## src/frt_pkg.sv

```systemverilog
`timescale 1ns / 1ps
// Shared types and constants for the free-running timer with compare/capture.
// No dependencies.
package frt_pkg;

	localparam int APB_AW = 4;
	localparam int APB_DW = 32;

	localparam logic [1:0] REG_BASE   = 2'd0;
	localparam logic [1:0] REG_PRESET = 2'd1;
	localparam logic [1:0] REG_CAP_EN = 2'd2;

	localparam logic [15:0] BASE_RESET   = 16'h0008;
	localparam logic [15:0] PRESET_RESET = 16'hFFF8;

	localparam logic [1:0] ACT_TICK  = 2'd0;
	localparam logic [1:0] ACT_PIN   = 2'd1;
	localparam logic [1:0] ACT_READ  = 2'd2;
	localparam logic [1:0] ACT_WRITE = 2'd3;

	localparam logic [15:0] OFF_STATUS = 16'd0;
	localparam logic [15:0] OFF_CNT_HI = 16'd1;
	localparam logic [15:0] OFF_CNT_LO = 16'd2;
	localparam logic [15:0] OFF_CMP_HI = 16'd3;
	localparam logic [15:0] OFF_CMP_LO = 16'd4;
	localparam logic [15:0] OFF_CAP_HI = 16'd5;
	localparam logic [15:0] OFF_CAP_LO = 16'd6;

	// flag bit positions
	localparam int FLG_OVF = 0;
	localparam int FLG_CMP = 1;
	localparam int FLG_CAP = 2;

	// control bit positions
	localparam int CTL_LEVEL   = 0;
	localparam int CTL_RISING  = 1;
	localparam int CTL_IRQ_OVF = 2;
	localparam int CTL_IRQ_CMP = 3;
	localparam int CTL_IRQ_CAP = 4;

	localparam logic [1:0] IRQ_NONE = 2'd0;
	localparam logic [1:0] IRQ_CAP  = 2'd1;
	localparam logic [1:0] IRQ_CMP  = 2'd2;
	localparam logic [1:0] IRQ_OVF  = 2'd3;

	localparam logic [1:0] INHIBIT_CYCLES = 2'd1;

	typedef struct packed {
		logic [1:0]  action;
		logic [15:0] address;
		logic [7:0]  write_data;
		logic        pin_value;
		logic        pin_known;
	} req_t;

	typedef struct packed {
		logic       handled;
		logic [7:0] read_data;
		logic       data_known;
		logic       irq_request;
		logic [1:0] irq_source;
		logic       irq_known;
		logic       compare_level;
		logic       compare_level_known;
	} rsp_t;

	typedef struct packed {
		logic [15:0] base_address;
		logic [15:0] counter_write_preset;
		logic        capture_enable;
	} cfg_t;

endpackage

```

## src/frt_if.sv

```systemverilog
`timescale 1ns / 1ps
// Request and result channel interfaces of the timer.
// Depends on nothing; widths follow the request/result fields.
interface frt_req_if;
	logic        valid;
	logic        ready;
	logic [1:0]  action;
	logic [15:0] address;
	logic [7:0]  write_data;
	logic        pin_value;
	logic        pin_known;

	modport source (output valid, action, address, write_data, pin_value, pin_known,
		input ready);
	modport sink (input valid, action, address, write_data, pin_value, pin_known,
		output ready);
endinterface

interface frt_rsp_if;
	logic       valid;
	logic       ready;
	logic       handled;
	logic [7:0] read_data;
	logic       data_known;
	logic       irq_request;
	logic [1:0] irq_source;
	logic       irq_known;
	logic       compare_level;
	logic       compare_level_known;

	modport source (output valid, handled, read_data, data_known, irq_request, irq_source,
		irq_known, compare_level, compare_level_known, input ready);
	modport sink (input valid, handled, read_data, data_known, irq_request, irq_source,
		irq_known, compare_level, compare_level_known, output ready);
endinterface

```

## src/free_running_timer_compare_capture.sv

```systemverilog
`timescale 1ns / 1ps
// Top level of the 16-bit free-running timer with output compare and input capture.
// Depends on frt_pkg, frt_if, frt_cfg and frt_core.
//
// Each request (tick, capture pin update, bus read, bus write) yields one result: it is held in the request
// register, then the timer state and the result register update together when it leaves that register. A new
// request can be accepted every cycle while the result sink keeps up; throughput is one per clock, set by the
// state update in frt_core. The result register holds a finished result while the sink stalls, and the
// request register keeps taking requests until both are full. Configuration registers sit on the APB port at
// byte addresses 0, 4 and 8.
module free_running_timer_compare_capture (
	input  logic                       clk,
	input  logic                       arst_n,
	frt_req_if.sink                    req,
	frt_rsp_if.source                  rsp,
	input  logic                       psel,
	input  logic                       penable,
	input  logic                       pwrite,
	input  logic [frt_pkg::APB_AW-1:0] paddr,
	input  logic [frt_pkg::APB_DW-1:0] pwdata,
	output logic [frt_pkg::APB_DW-1:0] prdata,
	output logic                       pready
);
	import frt_pkg::*;

	cfg_t cfg;
	req_t req_s1;
	logic vld_s1;
	rsp_t rsp_n;
	rsp_t rsp_s2;
	logic vld_s2;
	logic fire;

	frt_cfg u_cfg (
		.clk     (clk),
		.arst_n  (arst_n),
		.psel    (psel),
		.penable (penable),
		.pwrite  (pwrite),
		.paddr   (paddr),
		.pwdata  (pwdata),
		.prdata  (prdata),
		.pready  (pready),
		.cfg     (cfg)
	);

	assign fire      = vld_s1 && (!vld_s2 || rsp.ready);
	assign req.ready = !vld_s1 || fire;

	always_ff @(posedge clk or negedge arst_n) begin
		if (!arst_n) begin
			vld_s1 <= 1'b0;
		end else if (req.ready) begin
			vld_s1 <= req.valid;
		end
	end

	always_ff @(posedge clk) begin
		if (req.ready && req.valid) begin
			req_s1.action     <= req.action;
			req_s1.address    <= req.address;
			req_s1.write_data <= req.write_data;
			req_s1.pin_value  <= req.pin_value;
			req_s1.pin_known  <= req.pin_known;
		end
	end

	frt_core u_core (
		.clk    (clk),
		.arst_n (arst_n),
		.fire   (fire),
		.req    (req_s1),
		.cfg    (cfg),
		.rsp    (rsp_n)
	);

	always_ff @(posedge clk or negedge arst_n) begin
		if (!arst_n) begin
			vld_s2 <= 1'b0;
		end else if (fire) begin
			vld_s2 <= 1'b1;
		end else if (rsp.ready) begin
			vld_s2 <= 1'b0;
		end
	end

	always_ff @(posedge clk) begin
		if (fire)
			rsp_s2 <= rsp_n;
	end

	assign rsp.valid               = vld_s2;
	assign rsp.handled             = rsp_s2.handled;
	assign rsp.read_data           = rsp_s2.read_data;
	assign rsp.data_known          = rsp_s2.data_known;
	assign rsp.irq_request         = rsp_s2.irq_request;
	assign rsp.irq_source          = rsp_s2.irq_source;
	assign rsp.irq_known           = rsp_s2.irq_known;
	assign rsp.compare_level       = rsp_s2.compare_level;
	assign rsp.compare_level_known = rsp_s2.compare_level_known;

endmodule

```

## src/frt_cfg.sv

```systemverilog
`timescale 1ns / 1ps
// APB configuration registers: base address, counter preset, capture enable.
// Depends on frt_pkg.
module frt_cfg (
	input  logic                       clk,
	input  logic                       arst_n,
	input  logic                       psel,
	input  logic                       penable,
	input  logic                       pwrite,
	input  logic [frt_pkg::APB_AW-1:0] paddr,
	input  logic [frt_pkg::APB_DW-1:0] pwdata,
	output logic [frt_pkg::APB_DW-1:0] prdata,
	output logic                       pready,
	output frt_pkg::cfg_t              cfg
);
	import frt_pkg::*;

	logic [15:0] base_q;
	logic [15:0] preset_q;
	logic        cap_en_q;
	logic        wr_en;
	logic [1:0]  reg_idx;

	assign pready  = 1'b1;
	assign wr_en   = psel && penable && pwrite && pready;
	assign reg_idx = paddr[3:2];

	always_ff @(posedge clk or negedge arst_n) begin
		if (!arst_n) begin
			base_q   <= BASE_RESET;
			preset_q <= PRESET_RESET;
			cap_en_q <= 1'b1;
		end else if (wr_en) begin
			case (reg_idx)
				REG_BASE:   base_q   <= pwdata[15:0];
				REG_PRESET: preset_q <= pwdata[15:0];
				REG_CAP_EN: cap_en_q <= pwdata[0];
				default: ;
			endcase
		end
	end

	always_comb begin
		case (reg_idx)
			REG_BASE:   prdata = {16'd0, base_q};
			REG_PRESET: prdata = {16'd0, preset_q};
			REG_CAP_EN: prdata = {31'd0, cap_en_q};
			default:    prdata = '0;
		endcase
	end

	assign cfg.base_address         = base_q;
	assign cfg.counter_write_preset = preset_q;
	assign cfg.capture_enable       = cap_en_q;

endmodule

```

## src/frt_core.sv

```systemverilog
`timescale 1ns / 1ps
// Timer state (counter, compare, capture, flags) and the combinational update
// for one request, registered on fire. Depends on frt_pkg.
module frt_core (
	input  logic          clk,
	input  logic          arst_n,
	input  logic          fire,
	input  frt_pkg::req_t req,
	input  frt_pkg::cfg_t cfg,
	output frt_pkg::rsp_t rsp
);
	import frt_pkg::*;

	logic [4:0]  ctl_q, ctl_n;
	logic [2:0]  flags_q, flags_n;
	logic [15:0] cnt_q, cnt_n;
	logic [7:0]  pend_hi_q, pend_hi_n;
	logic        hi_pend_q, hi_pend_n;
	logic [15:0] cmp_q, cmp_n;
	logic        lvl_q, lvl_n;
	logic        lvl_known_q, lvl_known_n;
	logic        cap_valid_q, cap_valid_n;
	logic [15:0] cap_q, cap_n;
	logic [2:0]  armed_q, armed_n;
	logic        stat_known_q, stat_known_n;
	logic [1:0]  inhibit_q, inhibit_n;
	logic        pin_lvl_q, pin_lvl_n;
	logic        pin_known_q, pin_known_n;

	logic [15:0] off;
	logic [15:0] cnt_inc;
	logic [7:0]  peek_data;
	logic        peek_known;
	logic        peek_hit;
	logic        hit;

	assign off     = req.address - cfg.base_address;
	assign cnt_inc = cnt_q + 16'd1;

	always_comb begin
		peek_data  = 8'd0;
		peek_known = 1'b1;
		peek_hit   = 1'b1;
		case (off)
			OFF_STATUS: begin
				peek_known = stat_known_q;
				peek_data  = stat_known_q ? {flags_q, ctl_q} : 8'd0;
			end
			OFF_CNT_HI: peek_data = cnt_q[15:8];
			OFF_CNT_LO: peek_data = cnt_q[7:0];
			OFF_CMP_HI: peek_data = cmp_q[15:8];
			OFF_CMP_LO: peek_data = cmp_q[7:0];
			OFF_CAP_HI: begin
				peek_known = cap_valid_q;
				peek_data  = cap_valid_q ? cap_q[15:8] : 8'd0;
			end
			OFF_CAP_LO: begin
				peek_known = cap_valid_q;
				peek_data  = cap_valid_q ? cap_q[7:0] : 8'd0;
			end
			default: begin
				peek_known = 1'b0;
				peek_hit   = 1'b0;
			end
		endcase
	end

	always_comb begin
		ctl_n        = ctl_q;
		flags_n      = flags_q;
		cnt_n        = cnt_q;
		pend_hi_n    = pend_hi_q;
		hi_pend_n    = hi_pend_q;
		cmp_n        = cmp_q;
		lvl_n        = lvl_q;
		lvl_known_n  = lvl_known_q;
		cap_valid_n  = cap_valid_q;
		cap_n        = cap_q;
		armed_n      = armed_q;
		stat_known_n = stat_known_q;
		inhibit_n    = inhibit_q;
		pin_lvl_n    = pin_lvl_q;
		pin_known_n  = pin_known_q;
		hit          = 1'b0;

		case (req.action)
			ACT_TICK: begin
				if (cfg.capture_enable && !pin_known_q) begin
					stat_known_n = 1'b0;
					cap_valid_n  = 1'b0;
					cap_n        = 16'd0;
				end
				cnt_n = cnt_inc;
				if (cnt_inc == 16'd0)
					flags_n[FLG_OVF] = 1'b1;
				if (inhibit_q != 2'd0) begin
					inhibit_n = inhibit_q - 2'd1;
				end else if (cnt_inc == cmp_q) begin
					flags_n[FLG_CMP] = 1'b1;
					lvl_n            = ctl_q[CTL_LEVEL];
					lvl_known_n      = 1'b1;
				end
			end
			ACT_PIN: begin
				if (!req.pin_known) begin
					pin_known_n = 1'b0;
					if (cfg.capture_enable) begin
						stat_known_n = 1'b0;
						cap_valid_n  = 1'b0;
						cap_n        = 16'd0;
					end
				end else if (!pin_known_q) begin
					pin_lvl_n   = req.pin_value;
					pin_known_n = 1'b1;
				end else begin
					pin_lvl_n = req.pin_value;
					// an edge is a change of level; rising iff the new level is high
					if (cfg.capture_enable && (pin_lvl_q != req.pin_value)
						&& (req.pin_value == ctl_q[CTL_RISING])) begin
						cap_n            = cnt_q;
						cap_valid_n      = 1'b1;
						stat_known_n     = 1'b1;
						flags_n[FLG_CAP] = 1'b1;
					end
				end
			end
			ACT_READ: begin
				hit = peek_hit;
				if (peek_hit && peek_known) begin
					if (off == OFF_STATUS) begin
						armed_n = flags_q;
					end else if (off == OFF_CNT_HI && armed_q[FLG_OVF]) begin
						flags_n[FLG_OVF] = 1'b0;
						armed_n[FLG_OVF] = 1'b0;
					end else if (off == OFF_CAP_HI && armed_q[FLG_CAP]) begin
						flags_n[FLG_CAP] = 1'b0;
						armed_n[FLG_CAP] = 1'b0;
					end
				end
			end
			ACT_WRITE: begin
				case (off)
					OFF_STATUS: begin
						hit   = 1'b1;
						ctl_n = req.write_data[4:0];
					end
					OFF_CNT_HI: begin
						hit       = 1'b1;
						pend_hi_n = req.write_data;
						hi_pend_n = 1'b1;
						cnt_n     = cfg.counter_write_preset;
						inhibit_n = INHIBIT_CYCLES;
					end
					OFF_CNT_LO: begin
						if (hi_pend_q) begin
							hit       = 1'b1;
							cnt_n     = {pend_hi_q, req.write_data};
							hi_pend_n = 1'b0;
							inhibit_n = INHIBIT_CYCLES;
						end
					end
					OFF_CMP_HI: begin
						hit       = 1'b1;
						cmp_n     = {req.write_data, cmp_q[7:0]};
						inhibit_n = INHIBIT_CYCLES;
						if (armed_q[FLG_CMP]) begin
							flags_n[FLG_CMP] = 1'b0;
							armed_n[FLG_CMP] = 1'b0;
						end
					end
					OFF_CMP_LO: begin
						hit   = 1'b1;
						cmp_n = {cmp_q[15:8], req.write_data};
						if (armed_q[FLG_CMP]) begin
							flags_n[FLG_CMP] = 1'b0;
							armed_n[FLG_CMP] = 1'b0;
						end
					end
					default: hit = 1'b0;
				endcase
			end
			default: hit = 1'b0;
		endcase
	end

	always_comb begin
		rsp.handled             = hit;
		rsp.data_known          = hit && peek_known;
		rsp.read_data           = (hit && peek_known) ? peek_data : 8'd0;
		rsp.irq_request         = 1'b0;
		rsp.irq_source          = IRQ_NONE;
		rsp.irq_known           = 1'b1;
		rsp.compare_level       = lvl_n;
		rsp.compare_level_known = lvl_known_n;
		if (ctl_n[CTL_IRQ_CAP] && flags_n[FLG_CAP]) begin
			rsp.irq_request = 1'b1;
			rsp.irq_source  = IRQ_CAP;
		end else if (ctl_n[CTL_IRQ_CAP] && !stat_known_n) begin
			rsp.irq_known = 1'b0;
		end else if (ctl_n[CTL_IRQ_CMP] && flags_n[FLG_CMP]) begin
			rsp.irq_request = 1'b1;
			rsp.irq_source  = IRQ_CMP;
		end else if (ctl_n[CTL_IRQ_OVF] && flags_n[FLG_OVF]) begin
			rsp.irq_request = 1'b1;
			rsp.irq_source  = IRQ_OVF;
		end
	end

	always_ff @(posedge clk or negedge arst_n) begin
		if (!arst_n) begin
			ctl_q        <= '0;
			flags_q      <= '0;
			cnt_q        <= '0;
			pend_hi_q    <= '0;
			hi_pend_q    <= 1'b0;
			cmp_q        <= 16'hFFFF;
			lvl_q        <= 1'b0;
			lvl_known_q  <= 1'b0;
			cap_valid_q  <= 1'b0;
			cap_q        <= '0;
			armed_q      <= '0;
			stat_known_q <= 1'b1;
			inhibit_q    <= '0;
			pin_lvl_q    <= 1'b0;
			pin_known_q  <= 1'b0;
		end else if (fire) begin
			ctl_q        <= ctl_n;
			flags_q      <= flags_n;
			cnt_q        <= cnt_n;
			pend_hi_q    <= pend_hi_n;
			hi_pend_q    <= hi_pend_n;
			cmp_q        <= cmp_n;
			lvl_q        <= lvl_n;
			lvl_known_q  <= lvl_known_n;
			cap_valid_q  <= cap_valid_n;
			cap_q        <= cap_n;
			armed_q      <= armed_n;
			stat_known_q <= stat_known_n;
			inhibit_q    <= inhibit_n;
			pin_lvl_q    <= pin_lvl_n;
			pin_known_q  <= pin_known_n;
		end
	end

	// an armed clear never outlives its flag
	a_armed_subset: assert property (@(posedge clk) disable iff (!arst_n)
		(armed_q & ~flags_q) == 3'd0)
		else $error("clear armed for a flag that is not set");

	a_cap_implies_status: assert property (@(posedge clk) disable iff (!arst_n)
		cap_valid_q |-> stat_known_q)
		else $error("capture valid while status unknown");

	a_level_sticky: assert property (@(posedge clk) disable iff (!arst_n)
		!$fell(lvl_known_q))
		else $error("compare level lost its known state");

	a_hold_when_idle: assert property (@(posedge clk) disable iff (!arst_n)
		!fire |=> $stable(cnt_q) && $stable(flags_q) && $stable(ctl_q))
		else $error("timer state changed without a request");

endmodule

```

## src/flat_wrapper.sv

```systemverilog
// flat-port wrapper written by rule: the top's interface ports become plain ports
module free_running_timer_compare_capture_flat import frt_pkg::*;
  (clk, arst_n, psel, penable, pwrite, paddr, pwdata, prdata, pready, req_valid, req_action, req_address, req_write_data, req_pin_value, req_pin_known, req_ready, rsp_valid, rsp_handled, rsp_read_data, rsp_data_known, rsp_irq_request, rsp_irq_source, rsp_irq_known, rsp_compare_level, rsp_compare_level_known, rsp_ready);
  frt_req_if req_i ();
  frt_rsp_if rsp_i ();
  input  logic clk;
  input  logic arst_n;
  input  logic psel;
  input  logic penable;
  input  logic pwrite;
  input  logic [frt_pkg::APB_AW-1:0] paddr;
  input  logic [frt_pkg::APB_DW-1:0] pwdata;
  output logic [frt_pkg::APB_DW-1:0] prdata;
  output logic pready;
  input wire logic [$bits(req_i.valid)-1:0] req_valid;
  input wire logic [$bits(req_i.action)-1:0] req_action;
  input wire logic [$bits(req_i.address)-1:0] req_address;
  input wire logic [$bits(req_i.write_data)-1:0] req_write_data;
  input wire logic [$bits(req_i.pin_value)-1:0] req_pin_value;
  input wire logic [$bits(req_i.pin_known)-1:0] req_pin_known;
  output wire logic [$bits(req_i.ready)-1:0] req_ready;
  output wire logic [$bits(rsp_i.valid)-1:0] rsp_valid;
  output wire logic [$bits(rsp_i.handled)-1:0] rsp_handled;
  output wire logic [$bits(rsp_i.read_data)-1:0] rsp_read_data;
  output wire logic [$bits(rsp_i.data_known)-1:0] rsp_data_known;
  output wire logic [$bits(rsp_i.irq_request)-1:0] rsp_irq_request;
  output wire logic [$bits(rsp_i.irq_source)-1:0] rsp_irq_source;
  output wire logic [$bits(rsp_i.irq_known)-1:0] rsp_irq_known;
  output wire logic [$bits(rsp_i.compare_level)-1:0] rsp_compare_level;
  output wire logic [$bits(rsp_i.compare_level_known)-1:0] rsp_compare_level_known;
  input wire logic [$bits(rsp_i.ready)-1:0] rsp_ready;
  assign req_i.valid = req_valid;
  assign req_i.action = req_action;
  assign req_i.address = req_address;
  assign req_i.write_data = req_write_data;
  assign req_i.pin_value = req_pin_value;
  assign req_i.pin_known = req_pin_known;
  assign req_ready = req_i.ready;
  assign rsp_valid = rsp_i.valid;
  assign rsp_handled = rsp_i.handled;
  assign rsp_read_data = rsp_i.read_data;
  assign rsp_data_known = rsp_i.data_known;
  assign rsp_irq_request = rsp_i.irq_request;
  assign rsp_irq_source = rsp_i.irq_source;
  assign rsp_irq_known = rsp_i.irq_known;
  assign rsp_compare_level = rsp_i.compare_level;
  assign rsp_compare_level_known = rsp_i.compare_level_known;
  assign rsp_i.ready = rsp_ready;
  free_running_timer_compare_capture u_core (.clk(clk), .arst_n(arst_n), .req(req_i), .rsp(rsp_i), .psel(psel), .penable(penable), .pwrite(pwrite), .paddr(paddr), .pwdata(pwdata), .prdata(prdata), .pready(pready));
endmodule
```

## config.mk

```make
export PLATFORM = sky130hd
export DESIGN_NAME = free_running_timer_compare_capture_flat
export DESIGN_NICKNAME = d
export VERILOG_FILES = /design/src/frt_pkg.sv /design/src/frt_if.sv /design/src/free_running_timer_compare_capture.sv /design/src/frt_cfg.sv /design/src/frt_core.sv /design/src/flat_wrapper.sv
export SDC_FILE = /design/constraint.sdc
export NUM_CORES = 1
export LEC_CHECK = 0
export ABC_AREA = 1
export BUFFER_PORTS_ARGS = -buffer_cell sky130_fd_sc_hd__clkbuf_2
export CORE_MARGIN = 2
export CORE_UTILIZATION = 44
export CTS_CLUSTER_DIAMETER = 50
export DETAILED_ROUTE_END_ITERATION = 6
export PLACE_DENSITY = 0.61
export REMOVE_ABC_BUFFERS = 1
export SLEW_MARGIN = 10
export SYNTH_ARGS = -nofsm -noshare
export SYNTH_HDL_FRONTEND = slang
export SYNTH_SLANG_ARGS = --single-unit
```

## constraint.sdc

```tcl
create_clock -name clk -period 4.15 [get_ports clk]
set_input_delay 0.2075 -clock clk [delete_from_list [all_inputs] [get_ports clk]]
set_output_delay 0.2075 -clock clk [all_outputs]
set_load 0.05 [all_outputs]
```

==> out/metrics.cfg <==
[floorplan]
die_area_um2=21700
die_w_um=147
row_count=52
die_y_um=147
pin_count=122
start_util_pct=44.8
coreArea_um2=20200

[sta]
slew_violations=0
fmax_ghz=0.271
tightest_slew_ps=1050
finalSetupViolations=0
slew_headroom_pct=30.1
fin_setup_tns_ps=0
period_share_pct=89.0
hold_viol=0
min_period_ps=3700
rsz0062_at_grt=no
fin_skew_ps=13.2

[clock_network]
cts.sinks=155
htreeDepth=4
clockBufferDepth=2
clock-root-buffer=clkbuf_16
tritoncts=built
clk_pin_slew_worst_paths_ps=60
clk_latency_ps=440
numCtsBuffers=17
cts_resized=0

[power]
p_per_area_nw_per_um2=501
peakVddDrop_mv=0.311
p_leak_nw=5.05

[worst_setup_path]
critical_path.slowest_cell=fa_1
path_cells=ha_1, fa_1, inv_1, nand3_1, nand2_1, nand2_1, nand2_1, nand2_1, nand2_1, nand2_1, nor2_1, nand2_1, nor2_2, buf_12, nand2_1, inv_2, nor3_2, nor2_4, buf_4, nor2_1, a31oi_1
startpoint_type=register
cpLargestDelayFamily=simple AND/OR/NAND/NOR gates
r2r_end=u_core.u_core.cnt_q[5]
cp_common_cell=nand2_1
cpPeakStageDelay_ps=460
r2r_slack_ps=450
r2r-start=u_core.u_cfg.base_q[0]
critPathKind=reg -> reg
arrival_ps=4040
crit_path_max_fanout=32
setup.worst_path.end_class=register
worst-path-buf-inv=4
reg2reg_depth=21
worstPathRequired_ps=4500

[yosys]
synth.area.top_cells=dfrtp_1, edfxtp_1, nand2_1, dfstp_2, inv_1
synth-edff-count=44
ys_top_cells_by_count=nand2_1, inv_1, o21ai_0
syn_inst=1162
avgSynthCellArea_um2=7.79
yosysMostFrequentCell=nand2_1
synth_cell_types=53
yosysWarnings=0
synth.cell_area_um2=9060
yosysTopAreaCell=dfrtp_1
synth_compound_area_share_pct=14.7
synth_fa_ha_area_share_pct=3.26
synth_top_family_by_area=simple AND/OR/NAND/NOR gates
yosys.area_share.simple_pct=23.7
synth_top_flop_cell=dfrtp_1
synthMuxAreaShare_pct=0
synthArstFlopShare_pct=71.6
seq_area_frac_synth_pct=45.7
synth_top_area_share_pct=21.8
synth-xor-area-share_pct=1.26
ys_ff_latch=155

[route]
initialDrtViolationCount=729
vias=8023
ant_nets=0
routed_wl_um=26000
viasPerCell=5.11
dr.pass1.iters=5
wl_per_cell_um=16.6
remaining_drc_errors=0

[min_path]
hold_start=pwdata[3]
hp-class=in -> reg
holdPathEnd=u_core.u_cfg.base_q[3]
worstHoldPathCells=3

[global_route]
track_usage_pct=24.5
grt_pass1_vias=7454
grt_max_degree=47
antenna_found_initial=0
grt_pass1_wl_um=40800
grt.overflow.total=0

[placed_design]
routabilityCongestion=0.890
portBuffers=86
placed_area_um2=9700
dp.final_hpwl_um=19500

[cells_and_area]
fillers=1973
layout-drive-gt1-share_pct=15.8
fin_util_pct=52.7
num_antenna_cells=0
stdcell_area_um2=10700
final-seq-area_um2=4140
area_growth_pct=17.7
fin_nets=1380
multi_input_area_um2=3950

[outcome]
outcome=finished, final reports clean

[flow_run]
drv_cap=0

layer usage:
layer,routed length (µm),GRT usage [%],vias to the layer above
li1,-,-,3986
met1,12400,35.6,3716
met2,11300,36.8,281
met3,1480,3.98,40
met4,794,9.23,0
met5,0,0,-
cell families (layout without fill, tap and decap cells):
| family | count (synthesis) | count (layout) |
|---|---|---|
| AND/OR/NAND/NOR | 492 | 492 |
| buffers and inverters | 242 | 364 |
| flip-flops | 155 | 155 |
| XOR/XNOR | 13 | 13 |
| other | 2 | 17 |
| AO/OA/AOI/OAI | 235 | 235 |
| adder cells (fa/ha/maj) | 23 | 23 |
area by class of cell:
type | instances | share of cell area (%)
clock buffer | 18 | 4.03
tap | 270 | 3.17
multi-input combinational | 780 | 37.1
timing repair buffer | 133 | 8.36
clock inverter | 14 | 1.50
sequential | 155 | 38.8
inverter | 199 | 7.05
sequential cells by signal (all words and copies together) (netlist names), 8 cells and up:
register                 count
u_core.req_s1               28
u_core.rsp.read_data         8
u_core.u_cfg.base_q         16
u_core.u_cfg.preset_q       16
u_core.u_core.cap_q         16
u_core.u_core.cmp_q         16
u_core.u_core.cnt_q         16
u_core.u_core.pend_hi_q      8
layout by cell type (no fill, tap or decap), types with 32 or more instances in the layout:
cell / Yosys / layout
inv_1: 191 / 191
o21ai_0: 110 / 110
dlygate4sd3_1: 0 / 37
o22ai_1: 38 / 38
clkbuf_2: 0 / 85
dfrtp_1: 79 / 79
dfstp_2: 32 / 32
nand3_1: 55 / 55
nand2_1: 301 / 301
nor2_1: 78 / 78
edfxtp_1: 44 / 44
how the worst max path moves through the flow:
stage / start / to / slack (ps) / cells after the start
finish: u_core.u_cfg.base_q[0] / u_core.u_core.cnt_q[5] / 450 / 21
global route: u_core.u_cfg.base_q[0] / u_core.u_core.cnt_q[5] / 220 / 21
CTS: u_core.u_cfg.base_q[0] / u_core.u_core.cnt_q[15] / 490 / 21
detailed placement: u_core.u_cfg.base_q[0] / u_core.u_core.cnt_q[15] / 510 / 21
global placement: u_core.u_cfg.base_q[0] / u_core.u_core.cnt_q[15] / 550 / 21
floorplan: u_core.u_cfg.base_q[0] / u_core.u_core.cnt_q[10] / 390 / 19
report_power, final:
| part | switching (mW) | internal, mW | total (mW) | leakage (nW) |
|---|---|---|---|---|
| Sequential | 0.192 | 1.85 | 2.04 | 1.79 |
| Clock | 0.687 | 0.901 | 1.59 | 0.290 |
| Combinational | 1.21 | 0.508 | 1.71 | 2.97 |
worst register-to-register path, delay by kind of cell, from the launching register on:
family | cells | cell delay, ps
adder cells (fa/ha/maj) | 2 | 710
AO/OA/AOI/OAI | 1 | 150
flip-flops | 1 | 450
buffers and inverters | 4 | 840
AND/OR/NAND/NOR | 14 | 1470
stage by stage:
stage,instances,worst slack (ps),power (mW),hold slack [ps]
4_1_cts,1569,493,5.34,1.66
6_report,1569,455,5.34,9.72
5_1_grt,1569,220,5.65,16.6
3_5_place_dp,1500,506,3.73,275
3_3_place_gp,1500,554,3.71,274
2_1_floorplan,1134,386,3.20,-88.1
repair_timing:
item	CTS	global route
hold endpoints to repair	73	0
hold buffers	37	0
endpoints found under the setup margin	0	0
buffers inserted	0	0
Note: power is estimated with default switching activity, not from simulation.
